==> src/sv/bcp_pkg.sv <==
`timescale 1ns / 1ps
// Shared types and constants for the call-context parser.
// No dependencies; every other file of the block imports this package.
package bcp_pkg;

  // Line length limit used by the final report
  localparam int MaxLine = 256;

  // Configuration register indexes
  localparam logic [2:0] RegOpen      = 3'd0;
  localparam logic [2:0] RegSeparator = 3'd1;
  localparam logic [2:0] RegClose     = 3'd2;
  localparam logic [2:0] RegTerm      = 3'd3;
  localparam logic [2:0] RegExtraWord = 3'd4;

  // Reset values of the configuration registers
  localparam logic [7:0] OpenReset  = 8'd40;
  localparam logic [7:0] SepReset   = 8'd44;
  localparam logic [7:0] CloseReset = 8'd41;
  localparam logic [7:0] TermReset  = 8'd59;
  localparam logic [7:0] ExtraReset = 8'd0;

  // Saturation limits
  localparam logic [8:0] ColumnMax = 9'd511;
  localparam logic [7:0] ByteMax   = 8'd255;

  typedef struct packed {
    logic [7:0] ch;
    logic       first;
    logic       last;
    logic       line_too_long;
  } in_item_t;

  typedef struct packed {
    logic       found;
    logic [7:0] name_column;
    logic [7:0] name_length;
    logic [7:0] param_index;
    logic       overflow;
  } out_item_t;

  // One nesting context: call valid, identifier column, length, parameter count
  typedef struct packed {
    logic       valid;
    logic [7:0] col;
    logic [7:0] len;
    logic [7:0] param;
  } ctx_t;

  typedef struct packed {
    logic [7:0] open_char;
    logic [7:0] separator_char;
    logic [7:0] close_char;
    logic [7:0] terminator_char;
    logic [7:0] extra_word_char;
  } cfg_t;

  // Character class flags handed from the lexer to the sequencer
  typedef struct packed {
    logic word;
    logic space;
    logic open;
    logic sep;
    logic close;
    logic term;
  } char_class_t;

endpackage

==> src/sv/bcp_lexer.sv <==
`timescale 1ns / 1ps
// Character classifier: word, whitespace and the configured punctuation codes.
// Depends on bcp_pkg.
module bcp_lexer (
  input  logic [7:0]          ch,
  input  bcp_pkg::cfg_t       cfg,
  output bcp_pkg::char_class_t cls
);
  import bcp_pkg::*;

  logic is_alpha;
  logic is_digit;

  // Identifier characters
  assign is_alpha = (ch >= 8'h61 && ch <= 8'h7A) || (ch >= 8'h41 && ch <= 8'h5A);
  assign is_digit = (ch >= 8'h30 && ch <= 8'h39);

  always_comb begin
    cls.word  = is_alpha || is_digit || (ch == 8'h5F) ||
                ((cfg.extra_word_char != 8'd0) && (ch == cfg.extra_word_char));
    cls.space = (ch == 8'h20) || (ch == 8'h09) || (ch == 8'h0A) || (ch == 8'h0D);
    cls.open  = (ch == cfg.open_char);
    cls.sep   = (ch == cfg.separator_char);
    cls.close = (ch == cfg.close_char);
    cls.term  = (ch == cfg.terminator_char);
  end

endmodule

==> config.mk <==
export PLATFORM = sky130hd
export DESIGN_NAME = bcp_lexer
export DESIGN_NICKNAME = d
export VERILOG_FILES = /design/src/sv/bcp_pkg.sv /design/src/sv/bcp_lexer.sv
export SDC_FILE = /design/constraint.sdc
export NUM_CORES = 1
export LEC_CHECK = 0
export BUFFER_PORTS_ARGS = -buffer_cell sky130_fd_sc_hd__buf_2
export CORE_MARGIN = 10
export CORE_UTILIZATION = 41
export DETAILED_ROUTE_END_ITERATION = 7
export GPL_ROUTABILITY_DRIVEN = 0
export PLACE_DENSITY_LB_ADDON = 0.2
export SLEW_MARGIN = 20
export SYNTH_ARGS = -nofsm -noshare
export SYNTH_HDL_FRONTEND = slang
export SYNTH_SLANG_ARGS = --single-unit
==> constraint.sdc <==
create_clock -name vclk -period 2.72
set_clock_uncertainty 0.15 [all_clocks]
set_input_delay 0.816 -clock vclk [all_inputs]
set_output_delay 0.816 -clock vclk [all_outputs]
set_load 0.005 [all_outputs]
==> impl_metrics.ini <==
[synthesis]
synth_top_family_by_area = XOR/XNOR gates
synth_compound_area_share_pct = 12.6
netlist_top_cells_count = xnor2_1, nand4_1, nor2_1
netlist_instances = 79
synth_area_um2 = 626
synth_area_leaders = xnor2_1, nand4_1, buf_6, buf_4, xor2_1
yosys.area.top_type = xnor2_1
synthXorXnorAreaFrac_pct = 56.0
synth_fp_nets = 127
yosys.area_share.simple_pct = 20.8
yosysMostFrequentCell = xnor2_1
synthAdderAreaFrac_pct = 0
yosys_warnings = 0
ys_types = 23
synth.avg_cell_area_um2 = 7.92
ys_seq_area_share_pct = 0
netlist.area_leader.share_pct = 53.2
synth_mux_area_share_pct = 0

[run_status]
status = complete, but fails checks
violations = setup timing

[finish]
ff_latch_area_um2 = 0
drive_gt1_share_pct = 55.4
fillers = 133
multi_input_area_um2 = 619
final_nets = 189
area_growth_pct = 72.8
design.seq.count = 0
stdcell_area_um2 = 1080
clock_buffers = 0
diodes = 0
final_util_pct = 73.5

[power_and_ir_drop]
total_power_w = 0.000170
switchingPower_w = 0.0000699
ir_worst_vdd_v = 0.0000885
p_seq_share_pct = 0
power_frac_clock_pct = 0
combPwrFrac_pct = 100.0
p_int_w = 0.000100
swShare_pct = 41.1
powerDensity_nw_per_um2 = 157
p_leak_nw = 0.463

[timing]
fmax_mhz = 363
finalSetupTns_ns = -0.0329
rsz0062_at_grt = yes
max_slew_margin_pct = 74.2
fin_crit_sh_pct = 101
timing.hold.ws_ns = 1.83
setup_ws_ns = -0.0329
tightest_slew_ns = 0.383
fin_crit_ns = 2.75
setup_viol = 1
slew_violations = 0
hold_viol_final = 0

[grt]
grt_start_max_net_pins = 9
antenna_found_initial = 0
use_met3_pct = 2.36
grtUsageMet1_pct = 13.3
grt.overflow.total = 0
grtUsageMet2_pct = 26.9
gr-max-usage-layer = met2
track_usage_pct = 12.9
grt_pass1_wl_mm = 3.83
grt_pass1_vias = 888

[worst_setup_path]
crit_fanout = 2
max_stage_delay_ns = 0.41
setup.worst_path.class = primary input to output port
cp_data_required_time_ns = 1.75
cp.depth = 5
slowest_stage = nor4_2
crit_path_end_kind = output port
cp-endpoint = cls[5]
path_delay_family = simple AND/OR/NAND/NOR gates
path_buf_inv = 2
cp-startpoint = cfg[4]
cp_cell_sequence = buf_2 -> nor4_2 -> a2111oi_4 -> a31o_1 -> buf_2
start_kind = primary input
crit_top_cell = buf_2
crit_arrival_ns = 1.79

[floorplan]
coreArea_um2 = 1470
pin_count = 54
die_y_um = 59.1
die_area_um2 = 3490
die_x_um = 59.1
rows = 14
start_util_pct = 42.5

[placed_design]
dpl_cell_area_um2 = 955
numPortBuffers = 54
hpwl_mm = 2.08

[drt]
routed_via_density = 5.14
first_pass_iters = 4
route.vias.total = 796
postRouteAntennaNets = 0
drtIter0Drc = 2
routed_wl_mm = 2.39
wl_per_cell_um = 15.4
drc = 0

[cts]
cts_setup_buffers = 0

[worst_hold_path]
min_path_type = primary input to output port

[job]
cap_violations = 0
## logic make-up after synthesis
logic type	after synthesis
AOI/OAI and AO/OA	10
and+or+nand+nor	21
buffers and inverters	8
xor gates and xnor gates	40
## power groups by stage
stage | sequential, W | combinational (W) | clock (W)
final | 0 | 0.000170 | 0
after global routing | 0 | 0.000185 | 0
after CTS | 0 | 0.000154 | 0
after detailed placement | 0 | 0.000149 | 0
after global placement | 0 | 0.000145 | 0
after floorplan | 0 | 0.0000889 | 0
## cells in the final DEF, fill, tap and decap left out, drive strengths merged, types with 2 or more instances in the layout
cell type  synthesis  final
xnor2             38     38
xor2               2      2
nor4               3      3
nand4              9      9
buf                8     68
o21ai              3      3
nor2               4      4
nor2b              2      2
## how the worst min path moves through the flow
stage | start | endpoint | slack, ns | cells past startpoint
4_1_cts | cfg[15] | cls[0] | 1.84 | 5
3_5_place_dp | cfg[23] | cls[1] | 1.83 | 5
5_1_grt | cfg[15] | cls[0] | 1.85 | 5
3_3_place_gp | cfg[35] | cls[3] | 1.83 | 5
6_report | cfg[15] | cls[0] | 1.83 | 5
2_1_floorplan | cfg[15] | cls[0] | 1.62 | 3
## through the flow
stage	cells	worst slack (ns)
after CTS	155	-0.00772
after floorplan	79	0.134
after global placement	155	-0.0131
final	155	-0.0329
after global routing	155	-0.117
after detailed placement	155	-0.0329
## metal layers
metal / wire, um / vias to the layer above
met4: 0 / 0
met3: 127 / 0
li1: - / 399
met1: 920 / 376
met5: 0 / -
met2: 1340 / 21
## layout make-up
type               instances  share of cell area [%]
well taps                 16                    1.85
multi-input cells         71                    57.3
repair buffers            68                    40.9
## what timing repair did
action | 4_1_cts | 5_1_grt
gates cloned | 0 | 0
resized for setup | 8 | 21
pin swaps | 2 | 7
hold buffers | 0 | 0
endpoints found under the setup margin | 2 | 2
## tightest hold or removal path, stage by stage
cell	delay [ns]
buf_2	0.08
xnor2_1	0.05
nand4_1	0.06
nor2_1	0.04
buf_2	0.12
Power figures use the tool's default switching activity.
